$ cat src/rtl/hidrs_pkg.sv
// Shared types, constants and helpers for the HID report descriptor scanner.
`default_nettype none

package hidrs_pkg;

    // Location record layout
    localparam int unsigned RECORD_BYTES    = 13;
    localparam int unsigned REC_MOUSE_EXIST = 0;
    localparam int unsigned REC_MOUSE_INTF  = 1;
    localparam int unsigned REC_MOUSE_RID   = 2;
    localparam int unsigned REC_BUTTON_BIT  = 3;
    localparam int unsigned REC_XY_INDEX    = 4;
    localparam int unsigned REC_XY_SIZE     = 5;
    localparam int unsigned REC_WHEEL_INDEX = 6;
    localparam int unsigned REC_WHEEL_SIZE  = 7;
    localparam int unsigned REC_PAN_INDEX   = 8;
    localparam int unsigned REC_PAN_SIZE    = 9;
    localparam int unsigned REC_KB_EXIST    = 10;
    localparam int unsigned REC_KB_INTF     = 11;
    localparam int unsigned REC_KB_RID      = 12;

    // Short item types
    localparam logic [1:0] TYPE_MAIN   = 2'd0;
    localparam logic [1:0] TYPE_GLOBAL = 2'd1;
    localparam logic [1:0] TYPE_LOCAL  = 2'd2;

    // Main item tags
    localparam logic [3:0] TAG_INPUT      = 4'h8;
    localparam logic [3:0] TAG_COLLECTION = 4'hA;
    localparam logic [3:0] TAG_END_COLL   = 4'hC;

    // Global item tags
    localparam logic [3:0] TAG_USAGE_PAGE   = 4'h0;
    localparam logic [3:0] TAG_REPORT_SIZE  = 4'h7;
    localparam logic [3:0] TAG_REPORT_ID    = 4'h8;
    localparam logic [3:0] TAG_REPORT_COUNT = 4'h9;

    // Local item tags
    localparam logic [3:0] TAG_USAGE = 4'h0;

    // Usage pages and usages
    localparam logic [7:0]  PAGE_GENERIC_DESKTOP = 8'h01;
    localparam logic [7:0]  PAGE_KEYBOARD        = 8'h07;
    localparam logic [7:0]  PAGE_BUTTON          = 8'h09;
    localparam logic [7:0]  PAGE_CONSUMER        = 8'h0C;
    localparam logic [7:0]  USAGE_POINTER        = 8'h01;
    localparam logic [7:0]  USAGE_MOUSE          = 8'h02;
    localparam logic [7:0]  USAGE_KEYBOARD       = 8'h06;
    localparam logic [15:0] USAGE_X              = 16'h0030;
    localparam logic [15:0] USAGE_Y              = 16'h0031;
    localparam logic [15:0] USAGE_Z              = 16'h0032;
    localparam logic [15:0] USAGE_WHEEL          = 16'h0038;
    localparam logic [15:0] USAGE_AC_PAN         = 16'h0238;

    localparam logic [7:0] UNSET = 8'hFF;

    // One descriptor byte transaction
    typedef struct packed {
        logic [7:0] desc_byte;
        logic       first_byte;
        logic       last_byte;
        logic       clear_record;
    } byte_xact_t;

    typedef logic [RECORD_BYTES-1:0][7:0] record_t;

    // Data byte count of a short item prefix; size code 3 means four bytes
    function automatic logic [2:0] item_size(input logic [7:0] hdr);
        item_size = (hdr[1:0] == 2'd3) ? 3'd4 : {1'b0, hdr[1:0]};
    endfunction

endpackage

`default_nettype wire

$ cat src/rtl/hidrs_parser.sv
// Byte-serial HID short item decoder and location record tracker.
`default_nettype none

module hidrs_parser
    import hidrs_pkg::*;
#(
    parameter int unsigned USAGE_SLOTS     = 8,
    parameter int unsigned REPORT_ID_SLOTS = 7,
    localparam int unsigned UCW = $clog2(USAGE_SLOTS + 1),
    localparam int unsigned UIW = $clog2(USAGE_SLOTS),
    localparam int unsigned RCW = $clog2(REPORT_ID_SLOTS + 1),
    localparam int unsigned RIW = (REPORT_ID_SLOTS > 1) ? $clog2(REPORT_ID_SLOTS) : 1
)
(
    input  wire logic                             clk,
    input  wire logic                             rst_n,
    input  wire logic                             take,
    input  wire byte_xact_t                       xact,
    input  wire logic [7:0]                       intf_num,
    output logic                                  truncated_next,
    output record_t                               record_next,
    output logic [REPORT_ID_SLOTS-1:0][7:0]       rid_list_next,
    output logic [RCW-1:0]                        rid_count_next
);

    logic [2:0]  phase_reg,  phase_next,  phase_cur;
    logic [7:0]  header_reg, header_next, header_cur;
    logic [15:0] data_reg,   data_next,   data_cur;
    logic [15:0] bitpos_reg, bitpos_next, bitpos_cur;
    logic [7:0]  upage_reg,  upage_next,  upage_cur;
    logic [UCW-1:0] ucount_reg, ucount_next, ucount_cur;
    logic [7:0]  cusage_reg, cusage_next, cusage_cur;
    logic [7:0]  cpage_reg,  cpage_next,  cpage_cur;
    logic [7:0]  rid_reg,    rid_next,    rid_cur;
    logic [7:0]  rsize_reg,  rsize_next,  rsize_cur;
    logic [7:0]  rcount_reg, rcount_next, rcount_cur;
    logic [RCW-1:0] ridcnt_reg, ridcnt_cur;
    record_t     record_reg, record_cur;
    logic [USAGE_SLOTS-1:0][15:0]    ulist_reg, ulist_next;
    logic [REPORT_ID_SLOTS-1:0][7:0] ridlist_reg;

    logic        ex_go;
    logic [7:0]  ex_hdr;
    logic [15:0] ex_data;
    logic [2:0]  len;
    logic [2:0]  k;
    logic [7:0]  b0;
    logic [7:0]  byte_idx;
    logic [7:0]  wheel_tmp;
    logic [7:0]  wheel_q;
    logic signed [15:0] prod;
    logic        pointer_coll;

    always_comb
    begin
        // Start of descriptor clears parse state before the byte is taken
        phase_cur  = xact.first_byte ? 3'd0  : phase_reg;
        header_cur = xact.first_byte ? 8'd0  : header_reg;
        data_cur   = xact.first_byte ? 16'd0 : data_reg;
        bitpos_cur = xact.first_byte ? 16'd0 : bitpos_reg;
        upage_cur  = xact.first_byte ? UNSET : upage_reg;
        ucount_cur = xact.first_byte ? '0    : ucount_reg;
        cusage_cur = xact.first_byte ? UNSET : cusage_reg;
        cpage_cur  = xact.first_byte ? UNSET : cpage_reg;
        rid_cur    = xact.first_byte ? UNSET : rid_reg;
        rsize_cur  = xact.first_byte ? UNSET : rsize_reg;
        rcount_cur = xact.first_byte ? UNSET : rcount_reg;
        ridcnt_cur = xact.first_byte ? '0    : ridcnt_reg;
        record_cur = (xact.first_byte && xact.clear_record) ? {RECORD_BYTES{UNSET}} : record_reg;

        phase_next     = phase_cur;
        header_next    = header_cur;
        data_next      = data_cur;
        bitpos_next    = bitpos_cur;
        upage_next     = upage_cur;
        ucount_next    = ucount_cur;
        cusage_next    = cusage_cur;
        cpage_next     = cpage_cur;
        rid_next       = rid_cur;
        rsize_next     = rsize_cur;
        rcount_next    = rcount_cur;
        rid_count_next = ridcnt_cur;
        record_next    = record_cur;
        ulist_next     = ulist_reg;
        rid_list_next  = ridlist_reg;

        ex_go   = 1'b0;
        ex_hdr  = header_cur;
        ex_data = 16'd0;
        k       = 3'd0;

        // Prefix or data byte
        if (phase_cur == 3'd0)
        begin
            header_next = xact.desc_byte;
            data_next   = 16'd0;
            len         = item_size(xact.desc_byte);
            if (len == 3'd0)
            begin
                ex_go  = 1'b1;
                ex_hdr = xact.desc_byte;
            end
            else
            begin
                phase_next = len;
            end
        end
        else
        begin
            len = item_size(header_cur);
            k   = len - phase_cur;
            if (k == 3'd0)
                data_next = data_cur | {8'd0, xact.desc_byte};
            else if (k == 3'd1)
                data_next = data_cur | {xact.desc_byte, 8'd0};
            phase_next = phase_cur - 3'd1;
            if (phase_next == 3'd0)
            begin
                ex_go   = 1'b1;
                ex_data = data_next;
            end
        end

        // Item execution
        b0           = ex_data[7:0];
        byte_idx     = bitpos_cur[10:3];
        wheel_tmp    = rsize_cur + (rsize_cur[7] ? 8'd3 : 8'd0);
        wheel_q      = {{2{wheel_tmp[7]}}, wheel_tmp[7:2]};
        prod         = $signed(rsize_cur) * $signed(rcount_cur);
        pointer_coll = (cpage_cur == PAGE_GENERIC_DESKTOP) &&
                       (cusage_cur == USAGE_MOUSE || cusage_cur == USAGE_POINTER);

        if (ex_go)
        begin
            unique case (ex_hdr[3:2])
                TYPE_MAIN:
                begin
                    if (ex_hdr[7:4] == TAG_INPUT)
                    begin
                        if (!b0[0])
                        begin
                            if (pointer_coll)
                            begin
                                record_next[REC_MOUSE_EXIST] = 8'd1;
                                record_next[REC_MOUSE_INTF]  = intf_num;
                                record_next[REC_MOUSE_RID]   = rid_cur;
                                priority if (upage_cur == PAGE_BUTTON)
                                begin
                                    record_next[REC_BUTTON_BIT] = bitpos_cur[7:0];
                                    ucount_next = '0;
                                end
                                else if (upage_cur == PAGE_GENERIC_DESKTOP &&
                                         ucount_cur == UCW'(2) && rcount_cur == 8'd2 &&
                                         ulist_reg[0] == USAGE_X && ulist_reg[1] == USAGE_Y)
                                begin
                                    record_next[REC_XY_INDEX] = byte_idx;
                                    record_next[REC_XY_SIZE]  = rsize_cur;
                                    ucount_next = '0;
                                end
                                else if (upage_cur == PAGE_GENERIC_DESKTOP &&
                                         ucount_cur == UCW'(3) && rcount_cur == 8'd3 &&
                                         ulist_reg[0] == USAGE_X && ulist_reg[1] == USAGE_Y &&
                                         (ulist_reg[2] == USAGE_WHEEL ||
                                          ulist_reg[2] == USAGE_Z))
                                begin
                                    // wheel sits after X/Y: index + size/4 toward zero
                                    record_next[REC_XY_INDEX]    = byte_idx;
                                    record_next[REC_XY_SIZE]     = rsize_cur;
                                    record_next[REC_WHEEL_SIZE]  = rsize_cur;
                                    record_next[REC_WHEEL_INDEX] = byte_idx + wheel_q;
                                    ucount_next = '0;
                                end
                                else if (upage_cur == PAGE_GENERIC_DESKTOP &&
                                         ucount_cur == UCW'(1) && rcount_cur == 8'd1 &&
                                         ulist_reg[0] == USAGE_WHEEL)
                                begin
                                    record_next[REC_WHEEL_INDEX] = byte_idx;
                                    record_next[REC_WHEEL_SIZE]  = rsize_cur;
                                    ucount_next = '0;
                                end
                                else if (upage_cur == PAGE_CONSUMER &&
                                         ucount_cur == UCW'(1) && rcount_cur == 8'd1 &&
                                         ulist_reg[0] == USAGE_AC_PAN)
                                begin
                                    record_next[REC_PAN_INDEX] = byte_idx;
                                    record_next[REC_PAN_SIZE]  = rsize_cur;
                                    ucount_next = '0;
                                end
                            end
                            else if (cpage_cur == PAGE_GENERIC_DESKTOP &&
                                     cusage_cur == USAGE_KEYBOARD &&
                                     upage_cur == PAGE_KEYBOARD)
                            begin
                                record_next[REC_KB_EXIST] = 8'd1;
                                record_next[REC_KB_INTF]  = intf_num;
                                record_next[REC_KB_RID]   = rid_cur;
                            end
                        end
                        bitpos_next = bitpos_cur + prod;
                        if (ridcnt_cur < RCW'(REPORT_ID_SLOTS))
                        begin
                            rid_list_next[ridcnt_cur[RIW-1:0]] = rid_cur;
                            rid_count_next = ridcnt_cur + RCW'(1);
                        end
                    end
                    else if (ex_hdr[7:4] == TAG_COLLECTION)
                    begin
                        cpage_next = upage_cur;
                        if (ucount_cur != '0)
                            cusage_next = ulist_reg[0][7:0];
                        ucount_next = '0;
                    end
                    else if (ex_hdr[7:4] == TAG_END_COLL)
                    begin
                        rid_next    = UNSET;
                        ucount_next = '0;
                        upage_next  = UNSET;
                    end
                end
                TYPE_GLOBAL:
                begin
                    unique case (ex_hdr[7:4])
                        TAG_USAGE_PAGE:   upage_next  = b0;
                        TAG_REPORT_SIZE:  rsize_next  = b0;
                        TAG_REPORT_ID:    rid_next    = b0;
                        TAG_REPORT_COUNT: rcount_next = b0;
                        default:          ;
                    endcase
                end
                TYPE_LOCAL:
                begin
                    // one-byte usage already holds only its low byte
                    if (ex_hdr[7:4] == TAG_USAGE && ucount_cur < UCW'(USAGE_SLOTS))
                    begin
                        ulist_next[ucount_cur[UIW-1:0]] = ex_data;
                        ucount_next = ucount_cur + UCW'(1);
                    end
                end
                default: ;
            endcase
        end

        truncated_next = (phase_next != 3'd0);
        if (xact.last_byte)
            phase_next = 3'd0;
    end

    always_ff @(posedge clk or negedge rst_n)
    begin
        if (!rst_n)
        begin
            phase_reg  <= 3'd0;
            header_reg <= 8'd0;
            data_reg   <= 16'd0;
            bitpos_reg <= 16'd0;
            upage_reg  <= UNSET;
            ucount_reg <= '0;
            cusage_reg <= UNSET;
            cpage_reg  <= UNSET;
            rid_reg    <= UNSET;
            rsize_reg  <= UNSET;
            rcount_reg <= UNSET;
            ridcnt_reg <= '0;
            record_reg <= {RECORD_BYTES{UNSET}};
        end
        else if (take)
        begin
            phase_reg  <= phase_next;
            header_reg <= header_next;
            data_reg   <= data_next;
            bitpos_reg <= bitpos_next;
            upage_reg  <= upage_next;
            ucount_reg <= ucount_next;
            cusage_reg <= cusage_next;
            cpage_reg  <= cpage_next;
            rid_reg    <= rid_next;
            rsize_reg  <= rsize_next;
            rcount_reg <= rcount_next;
            ridcnt_reg <= rid_count_next;
            record_reg <= record_next;
        end
    end

    always_ff @(posedge clk)
    begin
        if (take)
        begin
            ulist_reg   <= ulist_next;
            ridlist_reg <= rid_list_next;
        end
    end

endmodule

`default_nettype wire

$ cat src/rtl/hid_report_descriptor_scanner.sv
// Top level of the HID report descriptor scanner: stream ports, APB register, result dump.
// Latency: a descriptor byte is decoded at the edge that accepts it; the result run for a
//   last byte starts in the next cycle and gives 13 + REPORT_ID_SLOTS entries, one per cycle
//   while m_tready is high. Throughput: one byte per cycle; a last byte waits only while the
//   previous run is still draining (it may enter as that run's final entry leaves).
// Reset: parse state to defaults, location record to all 0xFF, interface_number to 0.
`default_nettype none

module hid_report_descriptor_scanner
    import hidrs_pkg::*;
#(
    parameter int unsigned USAGE_SLOTS     = 8,
    parameter int unsigned REPORT_ID_SLOTS = 7
)
(
    input  wire logic        clk,
    input  wire logic        rst_n,
    // byte stream in
    input  wire logic        s_tvalid,
    output logic             s_tready,
    input  wire logic [7:0]  s_tdata,   // [7:0] desc_byte
    input  wire logic        s_tlast,   // last_byte
    input  wire logic [1:0]  s_tuser,   // [0] first_byte, [1] clear_record
    // result stream out
    output logic             m_tvalid,
    input  wire logic        m_tready,
    output logic [15:0]      m_tdata,   // [4:0] entry_index, [12:5] entry_value, [15:13] zero
    output logic             m_tlast,   // last_of_run
    output logic             m_tuser,   // truncated
    // configuration
    input  wire logic        psel,
    input  wire logic        penable,
    input  wire logic        pwrite,
    input  wire logic [1:0]  paddr,
    input  wire logic [31:0] pwdata,
    output logic [31:0]      prdata,
    output logic             pready
);

    localparam int unsigned RCW     = $clog2(REPORT_ID_SLOTS + 1);
    localparam int unsigned RIW     = (REPORT_ID_SLOTS > 1) ? $clog2(REPORT_ID_SLOTS) : 1;
    localparam int unsigned ENTRIES = RECORD_BYTES + REPORT_ID_SLOTS;
    localparam logic [4:0]  LAST_ENTRY = 5'(ENTRIES - 1);

    // interface_number register; only one register, so every address maps to it
    logic [7:0] intf_reg, intf_next;

    assign pready = 1'b1;
    assign prdata = {24'd0, intf_reg};

    always_comb
    begin
        intf_next = intf_reg;
        if (psel && penable && pwrite && pready)
            intf_next = pwdata[7:0];
    end

    always_ff @(posedge clk or negedge rst_n)
    begin
        if (!rst_n)
            intf_reg <= 8'd0;
        else
            intf_reg <= intf_next;
    end

    // Decoder
    byte_xact_t                      xact;
    logic                            take;
    logic                            trunc_next;
    record_t                         record_next;
    logic [REPORT_ID_SLOTS-1:0][7:0] rid_list_next;
    logic [RCW-1:0]                  rid_count_next;

    assign xact.desc_byte    = s_tdata;
    assign xact.first_byte   = s_tuser[0];
    assign xact.last_byte    = s_tlast;
    assign xact.clear_record = s_tuser[1];

    assign take = s_tvalid && s_tready;

    hidrs_parser #(
        .USAGE_SLOTS     (USAGE_SLOTS),
        .REPORT_ID_SLOTS (REPORT_ID_SLOTS)
    ) u_parser (
        .clk            (clk),
        .rst_n          (rst_n),
        .take           (take),
        .xact           (xact),
        .intf_num       (intf_reg),
        .truncated_next (trunc_next),
        .record_next    (record_next),
        .rid_list_next  (rid_list_next),
        .rid_count_next (rid_count_next)
    );

    // Result run: the record and list are captured on the last byte so that
    // parsing of the next descriptor can go on while the run drains.
    logic                            busy_reg, busy_next;
    logic [4:0]                      idx_reg, idx_next;
    logic                            trunc_reg;
    record_t                         rec_snap_reg;
    logic [REPORT_ID_SLOTS-1:0][7:0] list_snap_reg;
    logic [RCW-1:0]                  cnt_snap_reg;
    logic                            out_take;
    logic                            run_done;
    logic                            load;
    logic [4:0]                      list_off;
    logic [7:0]                      entry_value;

    assign out_take = m_tvalid && m_tready;
    assign run_done = out_take && (idx_reg == LAST_ENTRY);
    assign s_tready = !busy_reg || !s_tlast || run_done;
    assign load     = take && s_tlast;

    always_comb
    begin
        busy_next = busy_reg;
        idx_next  = idx_reg;
        if (load)
        begin
            busy_next = 1'b1;
            idx_next  = 5'd0;
        end
        else if (out_take)
        begin
            idx_next = idx_reg + 5'd1;
            if (run_done)
                busy_next = 1'b0;
        end
    end

    always_ff @(posedge clk or negedge rst_n)
    begin
        if (!rst_n)
        begin
            busy_reg <= 1'b0;
            idx_reg  <= 5'd0;
        end
        else
        begin
            busy_reg <= busy_next;
            idx_reg  <= idx_next;
        end
    end

    always_ff @(posedge clk)
    begin
        if (load)
        begin
            trunc_reg     <= trunc_next;
            rec_snap_reg  <= record_next;
            list_snap_reg <= rid_list_next;
            cnt_snap_reg  <= rid_count_next;
        end
    end

    // Entry select: record bytes first, then report ID list (unwritten slots read 0xFF)
    assign list_off = idx_reg - 5'(RECORD_BYTES);

    always_comb
    begin
        if (idx_reg < 5'(RECORD_BYTES))
            entry_value = rec_snap_reg[idx_reg[3:0]];
        else if (5'(cnt_snap_reg) > list_off)
            entry_value = list_snap_reg[list_off[RIW-1:0]];
        else
            entry_value = UNSET;
    end

    assign m_tvalid = busy_reg;
    assign m_tdata  = {3'd0, entry_value, idx_reg};
    assign m_tlast  = (idx_reg == LAST_ENTRY);
    assign m_tuser  = trunc_reg;

endmodule

`default_nettype wire
$ cat config.mk
export PLATFORM = sky130hd
export DESIGN_NAME = hid_report_descriptor_scanner
export DESIGN_NICKNAME = d
export VERILOG_FILES = /design/src/rtl/hidrs_pkg.sv /design/src/rtl/hidrs_parser.sv /design/src/rtl/hid_report_descriptor_scanner.sv
export SDC_FILE = /design/constraint.sdc
export NUM_CORES = 1
export LEC_CHECK = 0
export BUFFER_PORTS_ARGS = -buffer_cell sky130_fd_sc_hd__buf_2
export CAP_MARGIN = 20
export CORE_ASPECT_RATIO = 1.75
export CORE_MARGIN = 5
export CORE_UTILIZATION = 45
export CTS_BUF_LIST = sky130_fd_sc_hd__clkbuf_8
export DETAILED_ROUTE_END_ITERATION = 10
export GPL_TIMING_DRIVEN = 0
export PLACE_DENSITY_LB_ADDON = 0.1
export SYNTH_ARGS = -nofsm -noshare
export SYNTH_HDL_FRONTEND = slang
export SYNTH_HIERARCHICAL = 1
export SYNTH_SLANG_ARGS = --single-unit
$ cat constraint.sdc
create_clock -name clk -period 10.2 [get_ports clk]
set_input_delay 1.53 -clock clk [delete_from_list [all_inputs] [get_ports clk]]
set_output_delay 1.53 -clock clk [all_outputs]
set_load 0.03 [all_outputs]
==> impl_metrics.tcl <==
set metrics [dict create \
    status "finished, final reports clean" \
    post_synth.cell_area_avg_um2 11.9 \
    dp_hpwl_um 57900 \
    clk-insertion-delay-late_ns 0.66 \
    die_w_um 186 \
    die_area_um2 59300 \
    port-buffer-count 43 \
    ys_ff_latch 479 \
    min_path_cells 1 \
    drtIter0Drc 1304 \
    holdWs_ns 0.495 \
    crit_chain "buf_6 -> buf_2 -> clkbuf_1 -> clkbuf_1 -> clkbuf_1 -> clkbuf_1 -> buf_1 -> a21o_1 -> inv_1 -> fa_1 -> inv_1 -> fa_1 -> fa_1 -> fa_1 -> inv_1 -> fa_1 -> inv_1 -> ha_1 -> a21o_1 -> a21o_1 -> a21oi_1 -> xnor2_1 -> a32oi_1 -> o221ai_1" \
    critical-path-max-stage-delay_ns 0.85 \
    cts_tree "yes" \
    nFillCells 4875 \
    fp-row-count 113 \
    critPathMostFrequentCell "fa_1" \
    cts_resized 0 \
    slew_violations 0 \
    rsz0062_at_grt "false" \
    whs_endpoint "u_parser/data_reg[5]$_DFFE_PN0P_" \
    endpoint_kind "flop" \
    synth_warnings 6 \
    setup_ws_ns 0.533 \
    die_h_um 319 \
    ys_types 97 \
    fin_crit_ns 9.67 \
    first_global_vias 17900 \
    drtAntennaViolNets 0 \
    viasPerCell 5.86 \
    synthFlopType "edfxtp_1" \
    grt_pass1_wl_um 113000 \
    numCtsBuffers 75 \
    io-pin-count 105 \
    critical_path_class "in2reg" \
    vdd_drop_max_mv 0.100 \
    synth_edf_count 268 \
    power_density_nw_per_um2 201 \
    core-area_um2 54200 \
    routedWlPerCell_um 25.7 \
    place_congestion 0.936 \
    min_path_type "reg2reg" \
    crit_arrival_ns 10.18 \
    overflow 0 \
    cts_sinks 479 \
    crit_required_ns 10.71 \
    post-route-util_pct 50.5 \
    layout.nets 2358 \
    clock.fmax_ghz 0.103 \
    initial_core_util_pct 45.2 \
    vias 17400 \
    hp-start "u_parser/data_reg[5]$_DFFE_PN0P_" \
    reg2reg_depth 18 \
    ys_async_sr_fraction_pct 44.1 \
    cap_viol_max_count 0 \
    p_leak_nw 10.2 \
    timing.rr.end "u_parser/bitpos_reg[10]$_DFFE_PN0P_" \
    crit_fanout 10 \
    pre_cts_ws_ns -0.129 \
    synthToLayoutAreaGrowth_pct 11.7 \
    syn_area_um2 24500 \
    grt_max_degree 110 \
    post-route-period-util_pct 94.8 \
    gr-usage-all-layers_pct 25.1 \
    htreeDepth 3 \
    fin_skew_ns 0.0262 \
    reg2reg_slack_ns 4.34 \
    dr.pass1.iters 8 \
    cts_setup_buffers 0 \
    clock_path_buffers 3 \
    antenna_found_initial 1 \
    drive_gt1_share_pct 21.2 \
    critical-path-slowest-cell "clkbuf_1" \
    setup_violations 0 \
    synthCells 2057 \
    yosysSeqAreaShare_pct 55.2 \
    hold_viol 0 \
    clock-root-buffer "clkbuf_8" \
    path_clk_slew_ns 0.07 \
    ctsHoldBuffers 0 \
    drcViolationCount 0 \
    start_kind "primary input" \
    slew_headroom_pct 20.7 \
    worstMarginPinSlew_ns 1.19 \
    reg2reg_from "u_parser/rcount_reg[0]$_DFFE_PN1P_" \
    wl_um 76400 \
]
==> report_power, final <==
part           total, mW  internal (mW)  switching (mW)
combinational       1.55          0.594           0.952
clock               1.58          0.795           0.787
sequential          2.36           2.26           0.102
==> critical path: cells and delay by family <==
family	cells	cell delay, ns
buf+inv	11	4.28
fa+ha+maj	6	2.82
compound gates	6	1.34
xor+xnor	1	0.17
==> cells in the mapped netlist, drive strengths merged (33+ instances only) <==
master / count / share of area, %
clkbuf: 88 / 1.4
nor3: 63 / 1.3
nor2: 224 / 3.4
dfrtp: 59 / 6.0
buf: 78 / 2.2
o22a: 74 / 2.6
edfxtp: 268 / 33
a21oi: 153 / 3.3
nand2: 103 / 1.6
o21ai: 75 / 1.6
ha: 47 / 2.4
a22o: 33 / 1.2
mux2: 47 / 2.2
inv: 71 / 1.1
dfstp: 152 / 16
mux2i: 49 / 2.0
fa: 42 / 3.4
==> cell families (layout without fill, tap and decap cells) <==
family / count (synthesis) / after routing / share of synthesized area, %
adder cells (fa/ha/maj): 89 / 89 / 5.84
XOR/XNOR: 39 / 39 / 1.47
other: 2 / 29 / 0.0307
AO/OA/AOI/OAI: 507 / 507 / 14.5
multiplexers: 120 / 120 / 6.50
AND/OR/NAND/NOR: 584 / 584 / 11.8
buffers and inverters: 237 / 432 / 4.67
flip-flops: 479 / 479 / 55.2
==> cell usage in the layout (no fill, tap or decap), types with 47 or more instances in the layout <==
| cell type | n |
|---|---|
| a21oi_1 | 147 |
| buf_2 | 67 |
| clkbuf_1 | 87 |
| clkbuf_8 | 81 |
| dfrtp_1 | 59 |
| dfstp_2 | 152 |
| edfxtp_1 | 268 |
| ha_1 | 47 |
| inv_1 | 96 |
| mux2i_1 | 49 |
| nand2_1 | 103 |
| nor2_1 | 222 |
| nor3_1 | 61 |
| o21ai_0 | 70 |
| o22a_1 | 74 |
==> per-stage QoR <==
stage               std cells  setup TNS, ns  total power, mW  instance area, um^2
floorplan                2083              0             3.43                24600
global placement         2816        -442.36             3.93                25700
detailed placement       2830         -0.129             3.95                25900
CTS                      2968              0             5.55                27300
global route             2969              0             5.73                27300
finish                   2969              0             5.49                27300
==> worst max path at each step <==
| stage | endpoint | startpoint | cells after the start | slack (ns) |
|---|---|---|---|---|
| after floorplan | cnt_snap_reg[0]$_DFFE_PP_ | m_tready | 2 | 0.87 |
| after global placement | m_tuser$_DFFE_PP_ | s_tlast | 3 | -2.65 |
| after detailed placement | u_parser/bitpos_reg[10]$_DFFE_PN0P_ | s_tuser[0] | 24 | -0.13 |
| after CTS | u_parser/bitpos_reg[10]$_DFFE_PN0P_ | s_tuser[0] | 24 | 0.57 |
| after global routing | u_parser/bitpos_reg[10]$_DFFE_PN0P_ | s_tuser[0] | 24 | 0.32 |
| final | u_parser/bitpos_reg[10]$_DFFE_PN0P_ | s_tuser[0] | 24 | 0.53 |
==> metal layers <==
layer / track usage (%) / wire [um]
met3: 3.63 / 3460
met2: 46.9 / 41200
met1: 26.3 / 26700
met4: 14.8 / 5060
met5: 0 / 0
==> layout make-up <==
| cell class | instances | area (um^2) | share of cell area (%) |
|---|---|---|---|
| clock buffer | 81 | 1110 | 4.08 |
| tap | 690 | 863 | 3.16 |
| clock inverter | 57 | 327 | 1.19 |
| inverter | 71 | 267 | 0.975 |
| buffer | 166 | 877 | 3.21 |
| sequential | 479 | 13500 | 49.4 |
| multi-input combinational | 1367 | 9930 | 36.3 |
| antenna | 1 | 2.50 | 0.00915 |
| timing repair buffer | 57 | 445 | 1.63 |
(Power assumes the default switching activity.)
